==> src/apbb_pkg.sv <==
// Shared constants and register index codes for the affine point transform block.
// No dependencies; every other file in src refers to it by scoped names.
`default_nettype none

package apbb_pkg;

  localparam int COORD_WIDTH_DEF = 32;
  localparam int COEF_WIDTH_DEF  = 20;
  localparam int FRAC_BITS       = 16;
  localparam int QUEUE_DEPTH     = 4;
  localparam int REG_IDX_W       = 3;

  typedef enum logic [REG_IDX_W-1:0] {
    REG_ROW0  = 3'd0,
    REG_ROW1  = 3'd1,
    REG_ROW2  = 3'd2,
    REG_OFF_X = 3'd3,
    REG_OFF_Y = 3'd4,
    REG_OFF_Z = 3'd5
  } reg_idx_t;

endpackage

`default_nettype wire

==> src/apbb_queue.sv <==
// Small register FIFO between the front and back of the point transform.
// Depends on apbb_pkg for the default depth (a power of two).
`default_nettype none

module apbb_queue #(
  parameter int WIDTH = 97,
  parameter int DEPTH = apbb_pkg::QUEUE_DEPTH
) (
  input  logic             clk,
  input  logic             rst,
  input  logic             wr_en,
  input  logic [WIDTH-1:0] wr_data,
  output logic             full,
  input  logic             rd_en,
  output logic [WIDTH-1:0] rd_data,
  output logic             rd_valid
);

  localparam int AW = (DEPTH > 1) ? $clog2(DEPTH) : 1;
  localparam int CW = $clog2(DEPTH + 1);

  logic [WIDTH-1:0] mem [DEPTH];
  logic [AW-1:0]    wr_ptr;
  logic [AW-1:0]    rd_ptr;
  logic [CW-1:0]    count;

  assign full     = (count == CW'(DEPTH));
  assign rd_valid = (count != '0);
  assign rd_data  = mem[rd_ptr];

  always_ff @(posedge clk) begin
    if (wr_en) begin
      mem[wr_ptr] <= wr_data;
    end
  end

  always_ff @(posedge clk) begin
    if (rst) begin
      wr_ptr <= '0;
      rd_ptr <= '0;
      count  <= '0;
    end else begin
      if (wr_en) begin
        wr_ptr <= wr_ptr + AW'(1);
      end
      if (rd_en) begin
        rd_ptr <= rd_ptr + AW'(1);
      end
      case ({wr_en, rd_en})
        2'b10:   count <= count + CW'(1);
        2'b01:   count <= count - CW'(1);
        default: count <= count;
      endcase
    end
  end

  a_no_overflow: assert property (@(posedge clk) disable iff (rst) wr_en |-> !full)
    else $error("queue written while full");
  a_no_underflow: assert property (@(posedge clk) disable iff (rst) rd_en |-> rd_valid)
    else $error("queue read while empty");
  a_count_range: assert property (@(posedge clk) disable iff (rst) count <= CW'(DEPTH))
    else $error("queue count past depth");

endmodule

`default_nettype wire

==> config.mk <==
export PLATFORM = sky130hd
export DESIGN_NAME = apbb_queue
export DESIGN_NICKNAME = d
export VERILOG_FILES = /design/src/apbb_pkg.sv /design/src/apbb_queue.sv
export SDC_FILE = /design/constraint.sdc
export NUM_CORES = 1
export LEC_CHECK = 0
export BUFFER_PORTS_ARGS = -buffer_cell sky130_fd_sc_hd__buf_2
export CORE_MARGIN = 10
export CORE_UTILIZATION = 51
export CTS_CLUSTER_DIAMETER = 150
export CTS_CLUSTER_SIZE = 10
export DETAILED_ROUTE_END_ITERATION = 10
export GPL_TIMING_DRIVEN = 1
export MAX_ROUTING_LAYER = met4
export PLACE_DENSITY = 0.74
export SLEW_MARGIN = 25
export SYNTH_ARGS = -nofsm -noshare
export SYNTH_HDL_FRONTEND = slang
export SYNTH_SLANG_ARGS = --single-unit
==> constraint.sdc <==
create_clock -name clk -period 3.1 [get_ports clk]
set_input_delay 0 -clock clk [delete_from_list [all_inputs] [get_ports clk]]
set_output_delay 0 -clock clk [all_outputs]
set_load 0.005 [all_outputs]
After elaboration in Yosys (flattened, before gate mapping)
Memories as Yosys holds them, arrays and structs flattened. A register that Yosys moved wholly into a read port is not among the register bits.
Index checks and enable logic that the tools add are counted.

storage, ports and cells
  bits in registers = 7
  bits in writable memories = 388
  output and inout bits = 99
  word-level logic and storage cells = 18
  memories kept = 1

memory list
  memory  words  width  read ports  clocked after Yosys merged registers in  write ports  RTL line          RTL
  mem     4      97     1           1                                        1            apbb_queue.sv:22  logic [WIDTH-1:0] mem [DEPTH];

cells by class
  add/subtract/negate cells = 4
  eq/ne operators = 3
  muxes and demuxes = 5
  reduce and logical (&&, ||, !) cells = 2

operator list
  kind                                                                   count
  3-bit one-hot mux with 2 select lines                                  1
  2-bit by 1-bit adder with 2-bit output, second input constant          2
  2-bit two-way mux                                                      2
  3-bit by 1-bit adder with 3-bit output, second input constant          1
  3-bit equality test, second input constant                             1
  3-bit nonzero test                                                     1
  3-bit by 1-bit subtractor with 3-bit output, second input constant     1
  2-bit by 1-bit equality test with 1-bit output, second input constant  1
  2-bit equality test, second input constant                             1
  1-bit two-way mux                                                      2
  2-bit nonzero test                                                     1

Longest topological paths before layout
  word-level depth = 3
  gate-level depth with buffers = 7
  mapped depth without buffers = 7

Worst setup path after synthesis
Ideal clock, no wire load.

  path type = reg-to-reg
  start point = register wr_ptr[0]
  end point = memory mem[0][0] (enable)
  setup time = 466 ps
  arrival = 2,786 ps
  required time = 2,634 ps
  path slack = -153 ps
  cell stages (with the launch flop) = 4
  buffers on the path = 0
  cells stage by stage = dfxtp_1 inv_1 ha_1 and2_1

RTL lines
  element                 RTL line          RTL
  start, declared         apbb_queue.sv:23  logic [AW-1:0] wr_ptr;
  start signal, assigned  apbb_queue.sv:44  wr_ptr <= wr_ptr + AW'(1);
  end, declared           apbb_queue.sv:22

Straight into the memory's write port.

==> reports/qor.txt <==
status: finished, final reports clean
max-slew violations: 0
initial antenna violation count: 1
skew final: 6.12 ps
Post-CTS Setup Inserts: 0
total die area: 0.0354 mm²
Worst Path Required: 3100 ps
first-pass GRT wire length: 47200 µm
drt first pass iters: 5
Syn Area/Cell: 26.0 µm²
# port buffers: 199
Slowest-stage cell, CP: dfxtp_4
Final Core Density: 65.2%
dpl hpwl: 18100 µm
H-tree depth: 2
Die X: 188 µm
CTS tree: yes
CP bufs+invs: 2
First DRT Iteration DRCs: 530
clock tree buffer depth: 3
Final Setup Violations: 0
largest net degree at the start of global routing: 61
via count: 7016
CP delay by family, top: flip-flops
Remaining DRCs: 0
total length of routed wires: 30200 µm
min Tclk post-route: 2420 ps
Setup CP Type: reg -> out
gr ovfl total: 0
synth warn: 0
critical-path cell list: buf_12 > mux4_2 > buf_2
RSZ-0062 raised after global routing: no
Peak VDD IR: 0.476 mV
max-capacitance violation count: 0
synthesis-to-finish area growth: 25.9%
Cell Area, Synth: 0.0144 mm²
Vias/cell: 5.48
Core ar.: 0.0279 mm²
Lkg Pwr: 6.19 nW
Top Ports: 200
Design Power: 11.9 mW
Worst setup EP type: output port
TritonCTS Buffers: 45
Die H: 188 µm
vias in the first global route: 7989
#FFs+latches synth: 397
RePlAce Congestion: 0.739
Synth cell types: 20
Max-Slew Margin vs Limit: 51.5%
setup TNS: 0 ps
Starting Density: 51.8%
wire per inst: 23.6 µm
crit path launch type: register
Syn Nets: 661
Post-Syn Instances: 554
Worst Tran Pin Value: 727 ps
clock latency on the worst-skew pair: 520 ps
num rows: 61
share of layout cells above drive strength 1: 40.4%
crit share post-route: 78.0%
Root Buffer: clkbuf_16
sequential element share of the synthesized area: 82.0%
Clock transition at path regs: 50 ps
Clock Sinks: 397
final hold violations: 0
# nets final: 998
HP Class: in -> reg
Crit path arrival time: 2420 ps
Max FO, Critical Path: 34
gr usage total: 17.8%
max frequency: 0.414 GHz
Pwr Density: 656 mW/mm²
DRT antenna net count: 0
CP max stage delay: 830 ps
## Yosys cell counts
master	number	area, µm²
edfxtp_1	388	11700
mux4_2	97	2180
buf_2	11	55.1
dfxtp_1	9	180
nor2_1	8	30.0
clkbuf_1	7	26.3
inv_1	6	22.5
ha_1	5	62.6
and2_1	4	25.0
buf_8	4	60.1
xor2_1	3	26.3
a21oi_1	2	10.0
or3_1	2	12.5
xnor2_1	2	17.5
and3_1	1	6.26
buf_6	1	11.3
fa_1	1	20.0
mux2i_1	1	10.0
nand2_1	1	3.75
o21ai_0	1	5.00
## path summary, 6_finish.rpt
check	from	end	slack (ps)	depth (start not counted)
max	register	rd_data[14]	680	3
min reg2reg	rd_ptr[1]	rd_ptr[1]	540	2
min	wr_data[83]	mem[2][83]	230	2
max reg2reg	wr_ptr[0]	mem[2][91]	1140	4
## stage by stage
step	area (µm²)	cells	worst slack, ps	hold slack, ps
final	18200	1280	682	227
after global routing	18200	1279	506	219
after CTS	18200	1278	597	200
after detailed placement	15900	1121	1110	218
after global placement	15900	1121	1180	208
after floorplan	14400	554	919	98.9
## layout make-up
class	instances	area, µm²
timing repair buffer	313	2180
clock inverter	2	13.8
sequential	397	11800
inverter	6	22.5
antenna	2	5.00
clock buffer	54	1200
multi-input combinational	128	2420
fill	1800	9700
tap	378	473
## flip-flops by register name (all words and copies together), names as in the netlist, named ones only
register and flops:
rd_ptr 2, wr_ptr 2, count 3, mem 388
## per-layer routing
metal | vias to the layer above | global-route usage [%] | wire [µm]
met4 | 0 | 4.89 | 633
met2 | 331 | 28.8 | 15100
met3 | 55 | 4.42 | 2490
met5 | - | - | 0
met1 | 3610 | 22.0 | 12000
li1 | 3020 | - | -
## power breakdown
| part | switching [mW] | leakage [nW] | internal (mW) |
|---|---|---|---|
| combinational | 0.551 | 1.96 | 0.597 |
| sequential | 0.106 | 3.64 | 6.17 |
| clock | 1.80 | 0.596 | 2.68 |
| total | 2.46 | 6.19 | 9.45 |
## kinds of logic (layout without fill, tap and decap cells)
family / count (synthesis) / after routing / share of synthesized area [%]
DFF: 397 / 397 / 82.0
and+or+nand+nor: 16 / 16 / 0.538
muxes: 98 / 98 / 15.2
xor gates and xnor gates: 5 / 5 / 0.304
buffers and inverters: 29 / 375 / 1.21
adders and majority gates: 6 / 6 / 0.573
other: 0 / 2 / 0
AOI/OAI and AO/OA: 3 / 3 / 0.104
## cell usage in the layout (no fill, tap or decap), drive strengths merged
cell,count
xnor2,2
nand2,1
ha,5
fa,1
mux4,97
clkinv,1
mux2i,1
buf,212
dlygate4sd3,101
nor2,8
and3,1
o21ai,1
edfxtp,388
inv,7
xor2,3
diode,2
clkbuf,54
dfxtp,9
a21oi,2
or3,2
and2,4
## repair_timing
action	in CTS	in global routing
hold buffers	101	0
endpoints found under the hold margin	397	0
setup endpoints to repair	0	0
resized for setup	0	0
Power figures use the tool's default switching activity.
