$ cat config.mk
export PLATFORM = sky130hd
export DESIGN_NAME = apbb_front
export DESIGN_NICKNAME = d
export VERILOG_FILES = /design/src/apbb_pkg.sv /design/src/apbb_front.sv
export SDC_FILE = /design/constraint.sdc
export NUM_CORES = 1
export LEC_CHECK = 0
export ABC_AREA = 1
export BUFFER_PORTS_ARGS = -buffer_cell sky130_fd_sc_hd__buf_2
export CAP_MARGIN = 20
export CORE_ASPECT_RATIO = 1.4
export CORE_MARGIN = 4
export CORE_UTILIZATION = 41
export DETAILED_ROUTE_END_ITERATION = 16
export GPL_TIMING_DRIVEN = 0
export PLACE_DENSITY = 0.91
export SLEW_MARGIN = 20
export SYNTH_ARGS = -nofsm -noshare
export SYNTH_HDL_FRONTEND = slang
export SYNTH_SLANG_ARGS = --single-unit
$ cat constraint.sdc
create_clock -name clk -period 8.9 [get_ports clk]
set_clock_uncertainty 0.05 [all_clocks]
set_input_delay 1.335 -clock clk [delete_from_list [all_inputs] [get_ports clk]]
set_output_delay 1.335 -clock clk [all_outputs]
set_load 0.01 [all_outputs]
$ cat src/apbb_pkg.sv
// Shared constants and register index codes for the affine point transform block.
// No dependencies; every other file in src refers to it by scoped names.
`default_nettype none

package apbb_pkg;

  localparam int COORD_WIDTH_DEF = 32;
  localparam int COEF_WIDTH_DEF  = 20;
  localparam int FRAC_BITS       = 16;
  localparam int QUEUE_DEPTH     = 4;
  localparam int REG_IDX_W       = 3;

  typedef enum logic [REG_IDX_W-1:0] {
    REG_ROW0  = 3'd0,
    REG_ROW1  = 3'd1,
    REG_ROW2  = 3'd2,
    REG_OFF_X = 3'd3,
    REG_OFF_Y = 3'd4,
    REG_OFF_Z = 3'd5
  } reg_idx_t;

endpackage

`default_nettype wire

$ cat src/apbb_front.sv
// Input stage: takes points off the input channel and pushes them into the queue.
// Depends on apbb_pkg for the default coordinate width.
`default_nettype none

module apbb_front #(
  parameter int COORD_WIDTH = apbb_pkg::COORD_WIDTH_DEF
) (
  input  logic                          clk,
  input  logic                          rst,
  input  logic                          in_valid,
  output logic                          in_ready,
  input  logic signed [COORD_WIDTH-1:0] point_x,
  input  logic signed [COORD_WIDTH-1:0] point_y,
  input  logic signed [COORD_WIDTH-1:0] point_z,
  input  logic                          first_point,
  input  logic                          q_full,
  output logic                          q_push,
  output logic [3*COORD_WIDTH:0]        q_data
);

  logic                   held;
  logic [3*COORD_WIDTH:0] item;

  // a held transaction leaves whenever the queue has room
  assign q_push   = held && !q_full;
  assign in_ready = !held || !q_full;
  assign q_data   = item;

  always_ff @(posedge clk) begin
    if (rst) begin
      held <= 1'b0;
    end else if (in_ready) begin
      held <= in_valid;
    end
  end

  always_ff @(posedge clk) begin
    if (in_valid && in_ready) begin
      item <= {first_point, point_z, point_y, point_x};
    end
  end

endmodule

`default_nettype wire

==> Yosys cells after proc, flatten, opt, wreduce, memory -nomap -nowiden <==
Cells that the tools add are included.
{ "totals": {"inputBits": 101, "memories": 0, "mem_bits_rw": 0, "latchBits": 0, "output_inout_bits": 99, "rom_bits": 0, "reg_bits": 98} }
{ "classes": {"bitwise": 0, "order_cmp": 0, "n_eq_ne": 0, "div_mod_pow": 0, "mux": 0, "shift": 0, "reduce_logical": 5, "multipliers": 0, "add_sub_neg": 0} }
{ "op_table": {"columns": ["operator", "count"], "rows": [
  ["1-bit logical AND", 2],
  ["1-bit logical NOT", 2],
  ["1-bit logical OR", 1]
]} }

==> Logic depth before layout (Yosys ltp) <==
Gate-level depths: netlist of run 1.
{ "logic_depth": {"ltp_word": 3, "depth_mapped": 2, "mapped_depth_nobuf": 2} }

==> Worst setup path before layout of run 1 <==
No wires, ideal clock.
{ "synth_path": {"kind": "input-to-reg", "start": "in in_valid", "end": "reg item[0] (netlist: q_data[0]), enable pin", "setup_ps": 584, "path_slack_ps": 2189, "arrival_time_ps": 6076, "path_stages": 2, "t_required_ps": 8266, "path_cell_list": "inv_1 a21oi_1"} }
{ "synth_between": {"elab_chain_cells": 1} }
{ "synth_rtl": {"columns": ["element", "line_no", "source"], "rows": [
  ["start: declaration", "apbb_front.sv:10", "input logic in_valid,"],
  ["1-bit logical AND", "apbb_front.sv:38", "if (in_valid && in_ready) begin"],
  ["end signal: assignment", "apbb_front.sv:39", "item <= {first_point, point_z, point_y, point_x};"],
  ["end: declaration", "apbb_front.sv:22", "logic [3*COORD_WIDTH:0] item;"]
]} }
Every way passes these cells.
A chain may end at the register's enable or synchronous reset.

==> Worst setup path in the final report of run 1 <==
{ "layout_path": {"start": "in q_full", "end": "out in_ready"} }
{ "layout_between": {"elab_chain_cells": 2} }
{ "layout_rtl": {"columns": ["element", "line_no", "source"], "rows": [
  ["start: declaration", "apbb_front.sv:16", "input logic q_full,"],
  ["1-bit logical NOT", "apbb_front.sv:26", "assign in_ready = !held || !q_full;"],
  ["1-bit logical OR", "apbb_front.sv:26", null],
  ["end: declaration", "apbb_front.sv:11", "output logic in_ready,"]
]} }
Every way passes these cells.

==> reports/results.md, run 1 <==
* 205 — syn_nets
* 8.8% — power share of the combinational group
* 59 — initial detailed-routing violation count
* 49.1% — tightest slew margin relative to the limit
* clkbuf_8 — CTS root buffer
* 98.9% — portion of the post-synthesis area used by sequential elements
* 0.912 mW — overall power consumption
* buf_2 — cell with the biggest individual delay on the critical path
* 762 ps — Worst Tran Pin Value
* 0.710 mW — Power Internal
* 3 — largest driver fanout on the critical path
* 16.1% — All-Layer GR Usage
* 104 — post-synthesis cell count
* 98 — flops & latches, synth
* buf_2 — Critical Path Most Common Cell
* 9780 um — first-pass GRT wire length
* 360 ps — clock latency reported for the late side of the worst-skew pair
* 0 — CTS Hold Bufs
* 0.203 mW — net switching power figure
* 5810 ps — setup ws final
* 100 ps — Clock Pin Slew Worst Setup and Hold Paths
* 4 — Pre-antenna DRT Iters
* 0 — ANT nets after route
* 59.8% — portion of total power attributed to sequential cells
* output pin — crit path capture type
* 36 — Std-Cell Rows
* in2out — Worst Setup Path Type
* 28.5 um^2 — average cell area after synthesis
* 150 ps — maximum single-stage delay on the critical path
* 208 nW/um^2 — power per cell area
* 5810 ps — placement-stage worst setup slack
* 34.7% — post-route fraction of the period consumed by the critical path
* reg2reg — Hold Crit Class
* 1.88 nW — static leakage
* 3090 ps — final critical delay including setup and external delays
* 0.147 mV — VDD IR max
* 4170 um^2 — post-place instance area
* 42.5% — initial cell density of the core
* 1839 — vias post-DR
* 17.3 um — Routed WL per cell
* 68.6% — share of final-layout standard cells stronger than drive strength 1
* 109 um — die boundary height
* 47.7% — layout overhead on the synthesized area
* 7520 ps — Data required, critical path
* 324 MHz — maximum clock rate
* edfxtp_1 — library cell with the highest instance count after synthesis
* 7 — distinct cell type count of the synthesized netlist
* 0 — count of endpoints failing setup in the final report
* 7210 um — Detailed Route WL
* finished, final reports clean — status
* 98 — clock net sink count
* 30 — largest net degree at the start of global routing
* 31.4% — clock network fraction of total power
* 79.9 um — Die Span X
* 22.2% — switching share of power
* 418 — Final Net Count
* 0 — post-CTS sizing
* 4380 um^2 — finished layout cell area
* 0 — number of synthesis warnings
* 0 ps — final sum of negative setup slack
* no — unrepaired setup endpoints after global routing
* 0 — # Max-Cap Violations
* 2 — worst-case clock buffer depth
* 0 — diode insertion count for antenna repair
* edfxtp_1 — top cell type by total area after synthesis
* 62.7% — core utilization of the finished layout
* 199 — count of input and output buffers
* 2960 um^2 — area of the mapped netlist
* buf_2, nand2_2, buf_2 — cells along the critical path
* 8670 um^2 — Die Outline Area
* 0 — antenna violations before repair
* 0 — Post-CTS Setup Bufs
* built — clock tree from TritonCTS
* 97 — count of flip-flops with a built-in enable after synthesis
* 0% — fraction of registers with async set or reset after synthesis
* edfxtp_1 — most used flip-flop cell after synthesis
* 3 — CTS H-tree depth
* 97 x edfxtp_1, 2 x inv_1 — top cells by count, synth
* 6980 um^2 — Placeable Area
* 200 — IO Count
* 0 — Hold Vio Cnt, Final
* 0 — Post-route DRC
* edfxtp_1 98%, dfxtp_1 0.68%, a21oi_2 0.30% — top area cells in the synthesized netlist
* 0.687 — routability congestion estimate from global placement
* 0 — final global-route overflow total
* 5790 um — post-detailed-placement half-perimeter wirelength
* 1864 — vias in the first global route
* input port — kind of start point of the critical path
* 0 — Pins Over Slew Limit
* 9 — CTS Buf Count
* 1700 ps — data arrival time of the critical path
* 4.41 — ratio of routed vias to standard cells
* 98.3% — area share of the largest cell type after synthesis
## final timing paths
path	from	to	slack [ps]	cells past startpoint
max	q_full	in_ready	5810	3
min	held	held	490	2
min reg2reg	held	held	490	2
max reg2reg	held	q_data[42]	7280	2
## layout make-up
type                       count  area (um^2)
clock buffer                   9          124
tap                           95          119
inverter                       2         7.51
sequential                    98         2930
clock inverter                 7         82.6
fill                         491         2600
timing repair buffer         202         1080
multi-input combinational      4         35.0
## cells in the final DEF (no fill, tap or decap)
| cell type | n |
|---|---|
| a21oi_2 | 1 |
| a21oi_4 | 1 |
| buf_16 | 3 |
| buf_2 | 199 |
| bufinv_16 | 1 |
| clkbuf_8 | 9 |
| clkinv_4 | 1 |
| clkinvlp_4 | 2 |
| dfxtp_1 | 1 |
| edfxtp_1 | 97 |
| inv_1 | 2 |
| inv_6 | 2 |
| inv_8 | 1 |
| nand2_2 | 1 |
| nor2_1 | 1 |
## per-layer routing
layer / GRT usage, % / routed length (um) / vias to the layer above / part of all wire (%)
met5: 0 / 0 / - / 0
met2: 26.4 / 3950 / 107 / 55
li1: - / - / 842 / -
met3: 5.83 / 656 / 11 / 9.1
met4: 9.06 / 162 / 0 / 2.2
met1: 18.1 / 2440 / 879 / 34
## state kept, by name, summed over array words and instances (netlist names)
signal,flops
q_data,97
held,1
## worst max-delay path, delay by kind of cell
| family | cells | cell delay [ps] |
|---|---|---|
| buffers and inverters | 2 | 290 |
| AND/OR/NAND/NOR | 1 | 80 |
## metrics by stage
step,std cells,hold WS (ps)
global route,417,513
detailed placement,401,474
finish,417,486
floorplan,104,442
global placement,398,417
CTS,417,489
## power by group through the flow
stage | combinational (mW) | sequential (mW) | clock (mW)
after global routing | 0.0864 | 0.548 | 0.318
after global placement | 0.0723 | 0.561 | 0
after floorplan | 0.00891 | 0.576 | 0
final | 0.0802 | 0.546 | 0.287
after CTS | 0.0818 | 0.546 | 0.297
after detailed placement | 0.0815 | 0.557 | 0
## logic make-up after synthesis
| kind of cell | share of synthesized area [%] |
|---|---|
| DFF | 98.9 |
| and+or+nand+nor | 0.338 |
| AOI/OAI and AO/OA | 0.464 |
| buffers and inverters | 0.253 |
(Power assumes the default switching activity.)
==> run 2: changes to the inputs <==
==> constraint.sdc (replaced) <==
create_clock -name clk -period 2.9 [get_ports clk]
set_clock_uncertainty 0.05 [all_clocks]
set_input_delay 0.435 -clock clk [delete_from_list [all_inputs] [get_ports clk]]
set_output_delay 0.435 -clock clk [all_outputs]
set_load 0.01 [all_outputs]
==> run 2 against run 1 <==
Non-clock buffer count rose by 1. Clock power grew to 3.2 times the previous value. Sequential share of layout area down 0.46 points. Combinational power rose to 3.1 times the previous value. First-iteration DRC count grew 44%. Largest power group unchanged. Highest routed layer unchanged.
==> reports/results.md, run 2 (synthesized netlist as in run 1, its figures left out) <==
* flip-flop — crit path capture type, was output pin
* 8670 um^2 — Die Outline Area, unchanged
* 97 — max FFs per register, unchanged
* 1979 — vias in the first global route, was 1864
* 1670 ps — data arrival time of the critical path, was 1700 ps
* 79.9 um — Die Span X, unchanged
* 6970 um — Detailed Route WL, was 7210 um
* 199 — count of input and output buffers, unchanged
* 27 — largest net degree at the start of global routing, was 30
* 643 nW/um^2 — power per cell area, was 208 nW/um^2
* 0 ps — final sum of negative setup slack, unchanged
* 0 — antenna violations before repair, unchanged
* 6980 um^2 — Placeable Area, unchanged
* 67.8% — share of final-layout standard cells stronger than drive strength 1, was 68.6%
* 0 — post-CTS sizing, unchanged
* 186 ps — final hold slack, was 486 ps
* 0 — final global-route overflow total, unchanged
* 200 — IO Count, unchanged
* 0 — ANT nets after route, unchanged
* 2930 um^2 — register area, unchanged
* 600 MHz — maximum clock rate
* finished, final reports clean — status, unchanged
* reg2reg — Worst Setup Path Type, was in2out
* clkbuf_8 — CTS root buffer, unchanged
* 98 — clock net sink count, unchanged
* buf_2 — most frequent standard cell in the layout excluding fill and tap cells, unchanged
* 340 ps — clock latency reported for the late side of the worst-skew pair, was 360 ps
* 2910 ps — Data required, critical path, was 7520 ps
* 0 — Post-route DRC, unchanged
* 355 ps — Worst Tran Pin Value, was 762 ps
* 1830 — vias post-DR, was 1839
* 0 — Pins Over Slew Limit, unchanged
* 1670 ps — final critical delay including setup and external delays
* 76.3% — tightest slew margin relative to the limit, was 49.1%
* 42.5% — initial cell density of the core, unchanged
* 9 — CTS Buf Count, unchanged
* 85 — initial detailed-routing violation count, was 59
* 15.9% — All-Layer GR Usage, was 16.1%
* 9790 um — first-pass GRT wire length, was 9780 um
* 16.7 um — Routed WL per cell, was 17.3 um
* 2 — worst-case clock buffer depth, unchanged
* 35.0 um^2 — area of combinational cells with multiple inputs, unchanged
* 26 — largest driver fanout on the critical path, was 3
* 419 — Final Net Count, was 418
* 109 um — die boundary height, unchanged
* 0.456 mV — VDD IR max, was 0.147 mV
* 4410 um^2 — finished layout cell area, was 4380 um^2
* 0 — diode insertion count for antenna repair, unchanged
* 4.38 — ratio of routed vias to standard cells, was 4.41
* 48.8% — layout overhead on the synthesized area, was 47.7%
* 0.718 — routability congestion estimate from global placement, was 0.687
* 0 — Post-CTS Setup Bufs, unchanged
* 57.5% — post-route fraction of the period consumed by the critical path
* 3 — CTS H-tree depth, unchanged
* in2reg — Hold Crit Class, was reg2reg
* no — unrepaired setup endpoints after global routing, unchanged
* 4200 um^2 — post-place instance area, was 4170 um^2
* 0 — CTS Hold Bufs, unchanged
* 0 — count of endpoints failing setup in the final report, unchanged
* 199 x buf_2, 97 x edfxtp_1, 9 x clkbuf_8 — commonest cells after routing, fill and taps aside, unchanged
* 63.2% — core utilization of the finished layout, was 62.7%
* 2.84 mW — overall power consumption, was 0.912 mW
* 4 — Pre-antenna DRT Iters, unchanged
* 80 ps — Clock Pin Slew Worst Setup and Hold Paths, was 100 ps
* 36 — Std-Cell Rows, unchanged
* flip-flop — kind of start point of the critical path, was input port
* built — clock tree from TritonCTS, unchanged
* 5520 um — post-detailed-placement half-perimeter wirelength, was 5790 um
* 0 — Hold Vio Cnt, Final, unchanged
* 0 — # Max-Cap Violations, unchanged
* 1.90 nW — static leakage, was 1.88 nW
* 500 — # fillers, was 491
-- run 2: cell count changes in the layout (fill, tap and decap cells not counted), sizes merged --
cell / previous run / this run
buf: 202 / 203
bufinv: 1 / 2
clkbuf: 9 / 11
clkinv: 1 / 2
clkinvlp: 2 / 0
inv: 5 / 3
-- run 2: cell type report --
| class | count | area share (%) |
|---|---|---|
| multi-input cells | 4 | 0.795 |
| inverters | 2 | 0.170 |
| flip-flops and latches | 98 | 66.5 |
| clock buffers | 11 | 2.98 |
| repair buffers | 203 | 25.1 |
| clock inverters | 5 | 1.76 |
| well taps | 95 | 2.70 |
-- run 2: critical path: stages (launching register included) --
cell and delay, ps:
dfxtp_1 360, a21oi_4 330, buf_16 220, buf_16 190, buf_16 190
-- run 2: final timing paths --
path | start | to | slack [ps] | depth (start not counted)
worst min register to register | held | held | 480 | 2
worst max register to register | held | q_data[8] | 1230 | 4
worst min-delay path | rst | held | 190 | 2
worst max-delay path | held | q_data[8] | 1230 | 4
-- run 2: report_power, final --
group / internal [mW] / leakage (nW) / switching, mW
clock network: 0.486 / 0.105 / 0.427
logic: 0.119 / 0.850 / 0.132
registers: 1.65 / 0.947 / 0.0194
total: 2.26 / 1.90 / 0.578
-- run 2: routing by layer --
metal  up-vias  global-route usage, %  share of wire, %
met5         -                      0                 0
li1        844                      -                 -
met1       879                   16.5                32
met3        12                   5.00               8.3
met2        95                   28.0                57
met4         0                   8.82               2.0
-- run 2: metrics by stage --
| stage | setup slack (ps) | cells |
|---|---|---|
| 2_1_floorplan | 330 | 104 |
| 3_3_place_gp | -190 | 398 |
| 3_5_place_dp | 989 | 402 |
| 4_1_cts | 1200 | 418 |
| 5_1_grt | 1120 | 418 |
| 6_report | 1230 | 418 |
==> run 3: changes to the inputs <==
--- a/config.mk
+++ b/config.mk
@@ -10,10 +10,10 @@
 export CAP_MARGIN = 20
 export CORE_ASPECT_RATIO = 1.4
 export CORE_MARGIN = 4
-export CORE_UTILIZATION = 41
+export CORE_UTILIZATION = 37
 export DETAILED_ROUTE_END_ITERATION = 16
 export GPL_TIMING_DRIVEN = 0
-export PLACE_DENSITY = 0.91
+export PLACE_DENSITY = 0.87
 export SLEW_MARGIN = 20
 export SYNTH_ARGS = -nofsm -noshare
 export SYNTH_HDL_FRONTEND = slang
==> constraint.sdc (replaced) <==
create_clock -name clk -period 1.4 [get_ports clk]
set_clock_uncertainty 0.05 [all_clocks]
set_input_delay 0.21 -clock clk [delete_from_list [all_inputs] [get_ports clk]]
set_output_delay 0.21 -clock clk [all_outputs]
set_load 0.01 [all_outputs]
==> run 3 against run 2 <==
Core utilization rose by 5.3 points. Critical path depth fell by 1. Routed wire length rose by 20%. Non-clock buffer count rose by 99. First-iteration DRC count fell by 11%. Critical path type unchanged. Largest cell class unchanged. Worst hold slack got worse by 38 ps. Clock power rose by 61%. Final cell count rose by 25%. Register-to-register slack got worse by 1100 ps. Count of clock-buffer cells in the layout fell by 1. Via count rose by 21%.
==> reports/results.md, run 3 (synthesized netlist as in run 1, its figures left out) <==
* 61.0% — portion of total power attributed to sequential cells, was 59.0%
* clkbuf_8 — CTS root buffer, unchanged
* buf_16 — Critical Path Most Common Cell, unchanged
* 38 — Std-Cell Rows, was 36
* 0 — Pins Over Slew Limit, unchanged
* dfxtp_2 — cell with the biggest individual delay on the critical path, was dfxtp_1
* 52.4% — share of final-layout standard cells stronger than drive strength 1, was 67.8%
* a21oi_4, buf_16, buf_16 — cells along the critical path, was a21oi_4, buf_16, buf_16, buf_16
* 340 ps — clock latency reported for the late side of the worst-skew pair, about the same
* 114 um — die boundary height, was 109 um
* 199 x buf_2, 98 x dlygate4sd3_1, 97 x edfxtp_1 — commonest cells after routing, fill and taps aside, was 199 x buf_2, 97 x edfxtp_1, 9 x clkbuf_8
* 0 — diode insertion count for antenna repair, unchanged
* 0 — Post-route DRC, unchanged
* 28 — largest net degree at the start of global routing, was 27
* 1310 ps — final critical delay including setup and external delays, was 1670 ps
* 406 — number of cells after detailed placement, was 402
* 3 — depth of the critical timing path with buffers and inverters included, was 4
* 582 ps — Worst Tran Pin Value, was 355 ps
* 2412 — vias in the first global route, was 1979
* 80.0% — layout overhead on the synthesized area, was 48.8%
* 0 — ANT nets after route, unchanged
* 531 — # fillers, was 500
* 9 — CTS Buf Count, unchanged
* flip-flop — crit path capture type, unchanged
* 199 — count of input and output buffers, unchanged
* 13.1% — power share of the combinational group, was 8.8%
* finished, final reports clean — status, unchanged
* 25.9% — clock network fraction of total power, was 32.2%
* buf_2 — most frequent standard cell in the layout excluding fill and tap cells, unchanged
* 0.814 mV — VDD IR max, was 0.456 mV
* 0 — # Max-Cap Violations, unchanged
* 5340 um^2 — finished layout cell area, was 4410 um^2
* 2206 — vias post-DR, was 1830
* 27 — largest driver fanout on the critical path, was 26
* 2 — worst-case clock buffer depth, unchanged
* 0 — count of endpoints failing setup in the final report, unchanged
* held — reg2reg start, unchanged
* 2.29 nW — static leakage, was 1.90 nW
* 360 ps — maximum single-stage delay on the critical path, about the same
* 1070 nW/um^2 — power per cell area, was 643 nW/um^2
* 93.9% — post-route fraction of the period consumed by the critical path, was 57.5%
* 1310 ps — data arrival time of the critical path, was 1670 ps
* 18.0% — All-Layer GR Usage, was 15.9%
* 9530 um^2 — Die Outline Area, was 8670 um^2
* 98 — clock net sink count, unchanged
* 2 — WP buf/inv, was 3
* 761 MHz — maximum clock rate, was 600 MHz
* 4.46 mW — Power Internal, was 2.26 mW
* 1.22 mW — net switching power figure, was 0.578 mW
* 21.5% — switching share of power, was 20.4%
* 522 — Final Instance Count excl. Fillers, was 418
* 16.1 um — Routed WL per cell, was 16.7 um
* 0.746 — routability congestion estimate from global placement, was 0.718
* q_data[65] — r2r endpoint, was q_data[8]
* held — Crit. Startpoint, unchanged
* 83.6 um — Die Span X, was 79.9 um
* 4 — Pre-antenna DRT Iters, unchanged
* 3 — worst-case reg-to-reg path depth, was 4
* 12700 um — first-pass GRT wire length, was 9790 um
* 8380 um — Detailed Route WL, was 6970 um
* 0 — Hold Vio Cnt, Final, unchanged
* flip-flop — kind of start point of the critical path, unchanged
* in2reg — Hold Crit Class, unchanged
* 38.0% — initial cell density of the core, was 42.5%
* 7800 um^2 — Placeable Area, was 6980 um^2
* 97 — max FFs per register, unchanged
* 0 — antenna violations before repair, unchanged
* 4.23 — ratio of routed vias to standard cells, was 4.38
* 5240 um — post-detailed-placement half-perimeter wirelength, was 5520 um
* 4180 um^2 — post-place instance area, was 4200 um^2
* 0 — final global-route overflow total, unchanged
* 90 ps — setup slack of the worst register-to-register path, was 1230 ps
* 76 — initial detailed-routing violation count, was 85
* 3 — CTS H-tree depth, unchanged
* buffers and inverters — cell family with most CP delay, unchanged
* 200 — IO Count, unchanged
* 0 — post-CTS sizing, unchanged
* 519 — Final Net Count, was 419
* q_data[65] — capture point of the worst path, was q_data[8]
* 61.2% — tightest slew margin relative to the limit, was 76.3%
* reg2reg — Worst Setup Path Type, unchanged
* no — unrepaired setup endpoints after global routing, unchanged
* 80 ps — Clock Pin Slew Worst Setup and Hold Paths, about the same
* 1400 ps — Data required, critical path, was 2910 ps
* built — clock tree from TritonCTS, unchanged
run 3: cell count changes in the layout (fill, tap and decap cells not counted), sizes merged:
cell and delta:
a21oi +1, buf +1, bufinv -2, clkbuf -1, clkinv +3, dlygate4sd3 +98
inv -1
run 3: worst min path at each step:
stage,startpoint,endpoint,cells after the start
finish,q_full,held,3
global route,q_full,held,3
CTS,q_full,held,3
detailed placement,rst,held,2
global placement,rst,held,2
floorplan,rst,held,1
run 3: cell type report:
cell class              count  area, um^2  share of cell area (%)
clock buffers              10         128                    2.39
clock inverters             5        22.5                   0.422
inverters                   2        7.51                   0.141
multi-input cells           5        43.8                   0.821
flip-flops and latches     98        2930                    55.0
well taps                 100         125                    2.35
repair buffers            302        2070                    38.9
run 3: through the flow:
step	worst slack, ps	hold slack [ps]	util (%)	TNS, ps	total power, mW
final	86.1	148	68.4	0	5.69
after global routing	29.0	127	68.4	0	5.93
after CTS	84.6	93.3	68.4	0	5.73
after detailed placement	-423	320	53.6	-23410	4.05
after global placement	-1500	315	52.6	-145010	4.00
after floorplan	-1020	215	-	-99400	3.70
run 3: what timing repair did:
item	CTS	global route
endpoints found under the setup margin	97	0
hold buffers	98	0
buffers inserted	2	0
endpoints found under the hold margin	98	0
run 3: power groups by stage:
stage,sequential (mW),combinational [mW],clock (mW)
finish,3.47,0.742,1.47
global route,3.49,0.795,1.65
CTS,3.47,0.736,1.52
detailed placement,3.54,0.513,0
global placement,3.54,0.459,0
floorplan,3.64,0.0590,0
run 3: tightest hold or removal path: stages:
cell and delay (ps):
buf_2 140, nand2_2 100, a21oi_2 60
run 3: routing by layer:
metal / global-route usage [%] / vias to the layer above / share of wire [%]
met5: 0 / - / 0
met4: 8.91 / 0 / 2.8
met3: 5.56 / 21 / 6.7
met2: 34.4 / 119 / 59
met1: 17.1 / 1020 / 32
li1: - / 1046 / -
